<file path="config.mk">
export PLATFORM = sky130hd
export DESIGN_NAME = per_source_sliding_window_limiter_unit
export DESIGN_NICKNAME = d
export VERILOG_FILES = /design/src/rtl/pswl_pkg.sv /design/src/rtl/pswl_div.sv /design/src/rtl/pswl_dp.sv /design/src/rtl/pswl_ctrl.sv /design/src/rtl/per_source_sliding_window_limiter_unit.sv
export SDC_FILE = /design/constraint.sdc
export NUM_CORES = 2
export LEC_CHECK = 0
export BUFFER_PORTS_ARGS = -buffer_cell sky130_fd_sc_hd__buf_2
export CAP_MARGIN = 10
export CORE_MARGIN = 2
export CORE_UTILIZATION = 64
export DETAILED_ROUTE_END_ITERATION = 12
export GPL_TIMING_DRIVEN = 0
export MAX_ROUTING_LAYER = met4
export PLACE_DENSITY = 0.87
export SYNTH_ARGS = -nofsm -noshare
export SYNTH_HDL_FRONTEND = slang
export SYNTH_SLANG_ARGS = --single-unit
</file>
<file path="constraint.sdc">
create_clock -name clk -period 14.95 [get_ports clk]
set_clock_uncertainty 0.1 [all_clocks]
set_input_delay 1.495 -clock clk [delete_from_list [all_inputs] [get_ports clk]]
set_output_delay 1.495 -clock clk [all_outputs]
set_load 0.02 [all_outputs]
</file>
<file path="src/rtl/pswl_pkg.sv">
// Package for the per-source sliding window limiter.
// Holds opcodes, status codes, the transaction structs and the controller types.
// No dependencies.
package pswl_pkg;

  localparam logic [1:0] OP_ADMIT    = 2'd0;
  localparam logic [1:0] OP_ROLLBACK = 2'd1;
  localparam logic [1:0] OP_OVERRIDE = 2'd2;
  localparam logic [1:0] OP_NONE     = 2'd3;

  localparam logic [1:0] STAT_ACCEPTED = 2'd0;
  localparam logic [1:0] STAT_PRIVACY  = 2'd1;
  localparam logic [1:0] STAT_OVER     = 2'd2;
  localparam logic [1:0] STAT_DONE     = 2'd3;

  // Ten minutes in milliseconds.
  localparam logic [31:0] SLOT_MS = 32'd600000;
  // (2^32 - 1) / SLOT_MS fits in 13 bits.
  localparam int QUOT_W = 13;
  localparam logic [15:0] COUNT_MAX = 16'hFFFF;

  typedef struct packed {
    logic [1:0]  opcode;
    logic [3:0]  source_index;
    logic [31:0] now_ms;
    logic [1:0]  event_privacy;
    logic [7:0]  default_ceiling;
    logic [7:0]  override_value;
  } pswl_in_t;

  typedef struct packed {
    logic        accepted;
    logic [1:0]  status;
    logic [15:0] window_total;
  } pswl_out_t;

  typedef enum logic [2:0] {
    S_IDLE,
    S_LOAD,
    S_DIV,
    S_ROT,
    S_SUM,
    S_COMMIT,
    S_EMIT
  } pswl_state_t;

  typedef struct packed {
    logic take;
    logic load;
    logic div_start;
    logic rotate;
    logic step;
    logic commit;
    logic emit;
  } pswl_cmd_t;

  typedef struct packed {
    logic quick;
    logic admit;
    logic div_done;
    logic sum_last;
  } pswl_sts_t;

endpackage

</file>
<file path="src/rtl/pswl_div.sv">
// Divider of elapsed time by the slot length, by reciprocal multiplication.
// Depends on pswl_pkg for SLOT_MS and QUOT_W.
module pswl_div (
  input  logic                         clk,
  input  logic                         rst_n,
  input  logic                         start,
  input  logic [31:0]                  dividend,
  output logic                         done,
  output logic [pswl_pkg::QUOT_W-1:0]  quot,
  output logic [31:0]                  rem
);
  import pswl_pkg::*;

  // SLOT_MS is 9375 * 64. The low six bits are dropped first, and the 26-bit rest is
  // divided by 9375 as its product with ceil(2^40 / 9375), shifted right by 40.
  // That product error stays below one unit for every 26-bit value.
  localparam int               PRE_SH = 6;
  localparam int               DVD_W  = 32 - PRE_SH;
  localparam int               RCP_W  = 27;
  localparam int               PROD_W = DVD_W + RCP_W;
  localparam int               RCP_SH = 40;
  localparam logic [RCP_W-1:0] RECIP  = 27'd117281241;

  logic              busy_r;
  logic              phase_r;
  logic [31:0]       dvd_r;
  logic [QUOT_W-1:0] quot_r;
  logic [31:0]       rem_r;
  logic [PROD_W-1:0] prod;
  logic [31:0]       back;

  assign prod = PROD_W'(dvd_r[31:PRE_SH]) * PROD_W'(RECIP);
  // The quotient is at most 7158, so quotient times SLOT_MS fits in 32 bits.
  assign back = 32'(quot_r) * SLOT_MS;

  always_ff @(posedge clk) begin
    if (!rst_n) begin
      busy_r  <= 1'b0;
      phase_r <= 1'b0;
    end else if (start) begin
      busy_r  <= 1'b1;
      phase_r <= 1'b0;
    end else if (busy_r) begin
      if (!phase_r) begin
        phase_r <= 1'b1;
      end else begin
        busy_r <= 1'b0;
      end
    end
  end

  always_ff @(posedge clk) begin
    if (start) begin
      dvd_r <= dividend;
    end else if (busy_r) begin
      if (!phase_r) begin
        quot_r <= prod[RCP_SH +: QUOT_W];
      end else begin
        rem_r <= dvd_r - back;
      end
    end
  end

  assign done = ~busy_r;
  assign quot = quot_r;
  assign rem  = rem_r;

endmodule

</file>
<file path="src/rtl/pswl_dp.sv">
// Datapath of the limiter: per-source row memory, active bits, slot rotation,
// window summing, ceiling checks and the result register.
// Depends on pswl_pkg and pswl_div.
module pswl_dp #(
  parameter int SOURCES = 16,
  parameter int SLOTS   = 6
) (
  input  logic                 clk,
  input  logic                 rst_n,
  input  pswl_pkg::pswl_in_t   in_data,
  input  logic                 cfg_we,
  input  logic [1:0]           cfg_wdata,
  input  pswl_pkg::pswl_cmd_t  cmd,
  output pswl_pkg::pswl_sts_t  sts,
  output pswl_pkg::pswl_out_t  out_data
);
  import pswl_pkg::*;

  localparam int IW    = (SOURCES > 1) ? $clog2(SOURCES) : 1;
  localparam int SW    = $clog2(SLOTS);
  localparam int BKT_W = SLOTS * 16;
  localparam int ROW_W = 8 + 32 + BKT_W;
  localparam int ACC_W = 16 + SW;

  // Row layout: override, anchor, buckets (oldest in the low bits).
  logic [ROW_W-1:0]   mem [SOURCES];
  logic [ROW_W-1:0]   rd_r;
  logic [SOURCES-1:0] active_r;
  logic [1:0]         ceil_r;
  pswl_in_t           item_r;
  logic [BKT_W-1:0]   row_r;
  logic [BKT_W-1:0]   scan_r;
  logic [31:0]        anchor_r;
  logic [7:0]         ovr_r;
  logic [ACC_W-1:0]   acc_r;
  logic [SW-1:0]      cnt_r;
  pswl_out_t          res_r;
  pswl_out_t          out_r;

  logic [IW+3:0]      in_src_w;
  logic [IW+3:0]      item_src_w;
  logic [IW-1:0]      in_addr;
  logic [IW-1:0]      item_addr;
  logic               in_src_ok;
  logic               src_ok;
  logic               item_active;

  logic [7:0]         rd_ovr;
  logic [31:0]        rd_anchor;
  logic [BKT_W-1:0]   rd_bkt;
  logic [BKT_W-1:0]   load_bkt;
  logic [31:0]        load_anchor;
  logic [7:0]         load_ovr;

  logic               quick;
  logic [1:0]         quick_stat;

  logic [QUOT_W-1:0]  quot;
  logic [31:0]        rem;
  logic               div_done;
  logic               q_big;
  logic [SW-1:0]      q_small;
  logic [BKT_W-1:0]   rot_bkt;

  logic [15:0]        total;
  logic [7:0]         eff_ceil;
  logic               over;
  logic [15:0]        newest;
  logic [BKT_W-1:0]   new_row;
  logic [7:0]         new_ovr;
  pswl_out_t          commit_res;

  assign in_src_w   = (IW + 4)'(in_data.source_index);
  assign item_src_w = (IW + 4)'(item_r.source_index);
  assign in_addr    = in_src_w[IW-1:0];
  assign item_addr  = item_src_w[IW-1:0];
  assign in_src_ok  = ({28'd0, in_data.source_index} < 32'(SOURCES));
  assign src_ok     = ({28'd0, item_r.source_index} < 32'(SOURCES));
  assign item_active = src_ok ? active_r[item_addr] : 1'b0;

  assign rd_ovr    = rd_r[ROW_W-1 -: 8];
  assign rd_anchor = rd_r[BKT_W +: 32];
  assign rd_bkt    = rd_r[BKT_W-1:0];

  // A source seen for the first time starts with empty buckets at the item's time.
  assign load_bkt    = item_active ? rd_bkt : '0;
  assign load_anchor = item_active ? rd_anchor : item_r.now_ms;
  assign load_ovr    = item_active ? rd_ovr : 8'd0;

  always_comb begin
    quick      = 1'b0;
    quick_stat = STAT_DONE;
    case (item_r.opcode)
      OP_ADMIT: begin
        if (item_r.event_privacy > ceil_r) begin
          quick      = 1'b1;
          quick_stat = STAT_PRIVACY;
        end else if (!src_ok) begin
          quick      = 1'b1;
          quick_stat = STAT_OVER;
        end
      end
      OP_ROLLBACK: begin
        quick = ~item_active;
      end
      OP_OVERRIDE: begin
        quick = ~src_ok;
      end
      default: begin
        quick = 1'b1;
      end
    endcase
  end

  pswl_div u_div (
    .clk      (clk),
    .rst_n    (rst_n),
    .start    (cmd.div_start),
    .dividend (item_r.now_ms - load_anchor),
    .done     (div_done),
    .quot     (quot),
    .rem      (rem)
  );

  // Whole elapsed slots shift the buckets toward the oldest end.
  assign q_big   = (quot >= QUOT_W'(SLOTS));
  assign q_small = quot[SW-1:0];
  assign rot_bkt = q_big ? '0 : (row_r >> {q_small, 4'd0});

  assign total    = (acc_r > ACC_W'(COUNT_MAX)) ? COUNT_MAX : acc_r[15:0];
  assign eff_ceil = (ovr_r != 8'd0) ? ovr_r : item_r.default_ceiling;
  assign over     = (eff_ceil != 8'd0) && (total >= {8'd0, eff_ceil});
  assign newest   = row_r[BKT_W-1 -: 16];

  always_comb begin
    new_row = row_r;
    new_ovr = ovr_r;
    commit_res.accepted     = 1'b0;
    commit_res.status       = STAT_DONE;
    commit_res.window_total = total;
    case (item_r.opcode)
      OP_ADMIT: begin
        if (over) begin
          commit_res.status = STAT_OVER;
        end else begin
          commit_res.accepted = 1'b1;
          commit_res.status   = STAT_ACCEPTED;
          if (newest != COUNT_MAX) begin
            new_row[BKT_W-1 -: 16] = newest + 16'd1;
          end
        end
      end
      OP_ROLLBACK: begin
        if (newest != 16'd0) begin
          new_row[BKT_W-1 -: 16] = newest - 16'd1;
        end
      end
      OP_OVERRIDE: begin
        new_ovr = item_r.override_value;
      end
      default: begin
      end
    endcase
  end

  always_ff @(posedge clk) begin
    if (cmd.commit) begin
      mem[item_addr] <= {new_ovr, anchor_r, new_row};
    end
    if (cmd.take && in_src_ok) begin
      rd_r <= mem[in_addr];
    end
  end

  always_ff @(posedge clk) begin
    if (!rst_n) begin
      active_r <= '0;
      ceil_r   <= 2'd0;
    end else begin
      if (cfg_we) begin
        ceil_r <= cfg_wdata;
      end
      if (cmd.commit) begin
        active_r[item_addr] <= 1'b1;
      end
    end
  end

  always_ff @(posedge clk) begin
    if (cmd.take) begin
      item_r <= in_data;
    end
    if (cmd.load) begin
      row_r    <= load_bkt;
      scan_r   <= load_bkt;
      anchor_r <= load_anchor;
      ovr_r    <= load_ovr;
      acc_r    <= '0;
      cnt_r    <= '0;
      if (quick) begin
        res_r.accepted     <= 1'b0;
        res_r.status       <= quick_stat;
        res_r.window_total <= 16'd0;
      end
    end
    if (cmd.rotate) begin
      row_r    <= rot_bkt;
      scan_r   <= rot_bkt;
      // anchor + n * SLOT_MS equals now minus the leftover part of a slot.
      anchor_r <= item_r.now_ms - rem;
      acc_r    <= '0;
      cnt_r    <= '0;
    end
    if (cmd.step) begin
      acc_r  <= acc_r + ACC_W'(scan_r[15:0]);
      scan_r <= scan_r >> 16;
      cnt_r  <= cnt_r + SW'(1);
    end
    if (cmd.commit) begin
      res_r <= commit_res;
    end
    if (cmd.emit) begin
      out_r <= res_r;
    end
  end

  assign sts.quick    = quick;
  assign sts.admit    = (item_r.opcode == OP_ADMIT);
  assign sts.div_done = div_done;
  assign sts.sum_last = (cnt_r == SW'(SLOTS - 1));
  assign out_data     = out_r;

endmodule

</file>
<file path="src/rtl/pswl_ctrl.sv">
// Controller of the limiter: sequences load, division, rotation, summing,
// commit and result hand-off, and owns the input and output handshakes.
// Depends on pswl_pkg.
module pswl_ctrl (
  input  logic                 clk,
  input  logic                 rst_n,
  input  logic                 in_valid,
  output logic                 in_ready,
  output logic                 out_valid,
  input  logic                 out_ready,
  input  pswl_pkg::pswl_sts_t  sts,
  output pswl_pkg::pswl_cmd_t  cmd
);
  import pswl_pkg::*;

  pswl_state_t state_r;
  pswl_state_t state_nxt;
  logic        out_valid_r;
  logic        out_free;

  assign out_free = ~out_valid_r | out_ready;

  always_comb begin
    state_nxt = state_r;
    unique case (state_r)
      S_IDLE: begin
        if (in_valid) begin
          state_nxt = S_LOAD;
        end
      end
      S_LOAD: begin
        if (sts.quick) begin
          state_nxt = S_EMIT;
        end else if (sts.admit) begin
          state_nxt = S_DIV;
        end else begin
          state_nxt = S_SUM;
        end
      end
      S_DIV: begin
        if (sts.div_done) begin
          state_nxt = S_ROT;
        end
      end
      S_ROT: begin
        state_nxt = S_SUM;
      end
      S_SUM: begin
        if (sts.sum_last) begin
          state_nxt = S_COMMIT;
        end
      end
      S_COMMIT: begin
        state_nxt = S_EMIT;
      end
      S_EMIT: begin
        if (out_free) begin
          state_nxt = S_IDLE;
        end
      end
      default: begin
        state_nxt = S_IDLE;
      end
    endcase
  end

  always_comb begin
    cmd       = '0;
    in_ready  = 1'b0;
    unique case (state_r)
      S_IDLE: begin
        // No transaction is taken while reset is held.
        in_ready = rst_n;
        cmd.take = in_valid & rst_n;
      end
      S_LOAD: begin
        cmd.load      = 1'b1;
        cmd.div_start = sts.admit & ~sts.quick;
      end
      S_DIV: begin
      end
      S_ROT: begin
        cmd.rotate = 1'b1;
      end
      S_SUM: begin
        cmd.step = 1'b1;
      end
      S_COMMIT: begin
        cmd.commit = 1'b1;
      end
      S_EMIT: begin
        cmd.emit = out_free;
      end
      default: begin
      end
    endcase
  end

  always_ff @(posedge clk) begin
    if (!rst_n) begin
      state_r     <= S_IDLE;
      out_valid_r <= 1'b0;
    end else begin
      state_r <= state_nxt;
      if (cmd.emit) begin
        out_valid_r <= 1'b1;
      end else if (out_ready) begin
        out_valid_r <= 1'b0;
      end
    end
  end

  assign out_valid = out_valid_r;

endmodule

</file>
<file path="src/rtl/per_source_sliding_window_limiter_unit.sv">
// One transaction at a time. Items decided without the row (privacy, bad source, unknown
// opcode, rollback of an unseen source) go from load to emit; rollback and set_override
// sum and commit in between; other admits also pass the slot divider and rotation first.
// A new item can be taken once the result is in the output register, which holds it while
// out_ready is low. Synchronous active-low reset clears the controller, the active bits
// and the privacy ceiling; rows are rebuilt on first use.
module per_source_sliding_window_limiter_unit #(
  parameter int SOURCES = 16,
  parameter int SLOTS   = 6
) (
  input  logic                clk,
  input  logic                rst_n,
  input  logic                in_valid,
  output logic                in_ready,
  input  pswl_pkg::pswl_in_t  in_data,
  output logic                out_valid,
  input  logic                out_ready,
  output pswl_pkg::pswl_out_t out_data,
  input  logic                cfg_valid,
  output logic                cfg_ready,
  input  logic [1:0]          cfg_wdata
);
  import pswl_pkg::*;

  pswl_cmd_t cmd;
  pswl_sts_t sts;

  // The ceiling register takes a write in any cycle outside reset.
  assign cfg_ready = rst_n;

  pswl_ctrl u_ctrl (
    .clk       (clk),
    .rst_n     (rst_n),
    .in_valid  (in_valid),
    .in_ready  (in_ready),
    .out_valid (out_valid),
    .out_ready (out_ready),
    .sts       (sts),
    .cmd       (cmd)
  );

  pswl_dp #(
    .SOURCES (SOURCES),
    .SLOTS   (SLOTS)
  ) u_dp (
    .clk       (clk),
    .rst_n     (rst_n),
    .in_data   (in_data),
    .cfg_we    (cfg_valid & cfg_ready),
    .cfg_wdata (cfg_wdata),
    .cmd       (cmd),
    .sts       (sts),
    .out_data  (out_data)
  );

  // A pending result is never overwritten.
  a_no_overwrite: assert property (@(posedge clk) disable iff (!rst_n)
    cmd.emit |-> (!out_valid || out_ready))
    else $error("result register loaded while a result was pending");

  // Only one item is in flight.
  a_one_item: assert property (@(posedge clk) disable iff (!rst_n)
    (in_valid && in_ready) |=> !in_ready)
    else $error("second item accepted while one was in flight");

  a_accept_code: assert property (@(posedge clk) disable iff (!rst_n)
    out_valid |-> (out_data.accepted == (out_data.status == STAT_ACCEPTED)))
    else $error("accepted flag disagrees with status");

  a_privacy_total: assert property (@(posedge clk) disable iff (!rst_n)
    (out_valid && out_data.status == STAT_PRIVACY) |-> (out_data.window_total == 16'd0))
    else $error("privacy rejection carried a window total");

endmodule
</file>
==> impl_metrics.py <==
metrics = {
    "synthesis": {
        "postSynthAreaPerCell_um2": 18.0,
        "syn_nets": 7789,
        "ys_types": 75,
        "ys_seq_elements": 2761,
        "synth_edf_count": 2721,
        "synthFlopType": "edfxtp_1",
        "synth.top_cell.area_share_pct": 65.6,
        "synth_area_leaders": "edfxtp_1 66%, mux4_2 12%, fa_1 5.4%",
        "synth_top_area_cell": "edfxtp_1",
        "synth-async-reset-ratio_pct": 0,
        "ys_seq_area_share_pct": 66.2,
        "ys.warnings.count": 0,
        "synth_cells": 6931,
        "netlist_area_mm2": 0.125,
    },
    "timing": {
        "hold_violations": 0,
        "slew_viol_final": 0,
        "slew_headroom_pct": 3.47,
        "rsz0062_at_grt": "no",
        "worst_pin_slew_ps": 1450,
        "setup_tns_ps": 0,
        "period_needed_ps": 9970,
        "finalCritPeriodShare_pct": 66.7,
        "setup_violations": 0,
        "fmax_mhz": 100,
    },
    "floorplanning": {
        "rows": 161,
        "die_y_um": 445,
        "floorplan.initialDensity_pct": 64.6,
        "die_width_um": 445,
        "die_area_mm2": 0.198,
        "pin_count": 85,
        "core_mm2": 0.193,
    },
    "clock_network": {
        "htree_num_levels": 5,
        "cts_setup_buffers": 0,
        "clock_path_buffers": 4,
        "cts_tree": "yes",
        "clkTransAtPathRegs_ps": 60,
        "holdBufCountCts": 0,
        "clk_latency_ps": 970,
        "post_cts_resized": 0,
        "numCtsBuffers": 278,
        "cts_root_buf": "clkbuf_16",
        "clock-sinks": 2761,
    },
    "setup_path": {
        "cpPeakStageDelay_ps": 980,
        "slowest_stage": "edfxtp_1",
        "critPathMostFrequentCell": "ha_1",
        "cp-end-kind": "flip-flop",
        "crit_fanout": 11,
        "path_class": "reg2reg",
        "startpoint_type": "flip-flop",
        "cp.required_ps": 15530,
        "crit_arrival_ps": 10550,
    },
    "hold_path": {
        "holdCritPathClass": "reg2reg",
    },
    "detailed_routing": {
        "drc": 0,
        "ant_nets": 0,
        "drt-total-wl_um": 395000,
        "drt_pre_antenna_iters": 9,
        "wire_per_inst_um": 38.7,
        "num_vias": 74500,
        "via_per_inst": 7.28,
        "dr.first_iter.drc_count": 14100,
    },
    "final_layout": {
        "postLayoutCellArea_mm2": 0.140,
        "stdcell_count": 10200,
        "final_nets": 8339,
        "drive_gt1_share_pct": 19.1,
        "fin_util_pct": 72.7,
        "fillers": 10300,
        "syn2layout_area_growth_pct": 12.6,
    },
    "global_route": {
        "grt_pass1_vias": 75800,
        "grt_max_degree": 67,
        "grt_pass1_wl_um": 554000,
        "grt_usage_pct": 41.5,
        "grt-ovfl-total": 0,
        "antenna_found_initial": 25,
    },
    "place": {
        "hpwl_um": 247000,
        "io_buffers": 84,
        "place_inst": 9708,
        "gp_congestion": 1.03,
        "postPlaceCellArea_mm2": 0.131,
    },
    "power_and_ir_drop": {
        "total_power_mw": 23.3,
        "ir_drop_v": 0.000248,
        "p_leak_nw": 49.4,
        "powerDensity_mw_per_mm2": 166,
    },
    "outcome": {
        "status": "completed",
    },
    "flow_run": {
        "max_cap_violations": 0,
    },
}
==> cell usage after synthesis (17+ instances only) <==
cell type	number
buf_1	51
o21ai_0	123
mux2i_1	116
xor2_1	47
o21a_1	46
mux2_2	27
mux4_2	685
nand2b_1	24
nand3_1	48
a21oi_1	175
xnor2_1	92
a21o_1	59
nor2b_1	43
inv_1	613
o21bai_1	19
a211oi_1	23
clkbuf_1	197
dfxtp_1	40
nor2_1	392
ha_1	456
fa_1	339
or3_1	19
nand2_1	227
buf_2	21
and2_1	24
a22o_1	41
edfxtp_1	2721
a31oi_1	17
nor3_1	38
==> worst max-delay path, delay by kind of cell (launching register included) <==
| family | cells | cell delay, ps |
|---|---|---|
| buffers and inverters | 4 | 2510 |
| AO/OA/AOI/OAI | 11 | 2480 |
| flip-flops | 1 | 980 |
| AND/OR/NAND/NOR | 4 | 450 |
| adder cells (fa/ha/maj) | 7 | 2750 |
| XOR/XNOR | 2 | 410 |
==> layout by cell type, fill, tap and decap left out, drive strengths merged, types with 43 or more instances in the layout <==
master	n
edfxtp	2721
mux4	685
inv	624
clkbuf	533
ha	456
nor2	392
buf	343
fa	339
nand2	227
a21oi	175
o21ai	129
mux2i	116
clkinv	95
xnor2	92
a21o	59
nand3	48
xor2	47
o21a	46
nor2b	43
==> per-layer routing <==
metal,vias up,global-route usage [%],part of all wire [%]
li1,27900,-,-
met1,37100,48.8,31
met2,7494,63.1,47
met3,1985,11.0,13
met4,0,28.4,8.8
met5,-,-,0
==> per-stage QoR <==
stage               hold slack [ps]  setup slack [ps]
finish                          323              4980
CTS                             319              5290
detailed placement              305              5460
global placement                300             -8330
global route                    322              4610
floorplan                       300              3490
==> final cells by class <==
cell class / count / area (um2) / share of cell area (%)
antenna: 24 / 60.1 / 0.0428
sequential: 2761 / 82500 / 58.8
inverter: 618 / 2320 / 1.65
timing repair buffer: 270 / 3470 / 2.48
clock inverter: 142 / 1370 / 0.979
multi-input combinational: 3282 / 38900 / 27.8
clock buffer: 336 / 7360 / 5.25
buffer: 270 / 1060 / 0.755
tap: 2526 / 3160 / 2.25
==> flip-flops by register name, summed over array words and instances (netlist names), 2 cells and up <==
signal / count
u_dp.item_r: 52
u_ctrl.state_r: 3
u_dp.ovr_r: 8
u_dp.out_data: 19
u_dp.u_div.rem: 32
u_dp.active_r: 16
u_dp.mem: 2176
u_dp.cnt_r: 3
u_dp.anchor_r: 32
u_dp.res_r: 19
u_dp.ceil_r: 2
u_dp.item_addr: 4
u_dp.scan_r: 96
u_dp.acc_r: 19
u_dp.u_div.quot: 13
u_dp.u_div.dvd_r: 32
u_dp.row_r: 96
u_dp.rd_r: 136
==> path summary, 6_finish.rpt <==
kind	startpoint	end	slack [ps]	cells past startpoint
setup / recovery	u_dp.u_div.quot[0]	u_dp.u_div.rem[30]	4980	28
hold / removal	u_dp.res_r[15]	u_dp.out_data[15]	320	0
setup reg to reg	u_dp.u_div.quot[0]	u_dp.u_div.rem[30]	4980	28
hold reg to reg	u_dp.res_r[15]	u_dp.out_data[15]	320	0
==> report_power, final <==
group          internal [mW]  switching (mW)
logic                   2.79            4.37
registers               8.94           0.256
clock network           3.93            3.04
total                   15.7            7.67
==> kinds of logic (layout without fill, tap and decap cells) <==
group / count (synthesis) / in the layout / synth area share, %
flip-flops: 2761 / 2761 / 66.2
AND/OR/NAND/NOR: 895 / 895 / 3.21
AO/OA/AOI/OAI: 625 / 625 / 3.29
adder cells (fa/ha/maj): 795 / 795 / 10.0
XOR/XNOR: 139 / 139 / 0.977
buffers and inverters: 888 / 1636 / 2.70
multiplexers: 828 / 828 / 13.6
other: 0 / 24 / 0
(Power assumes the default switching activity.)
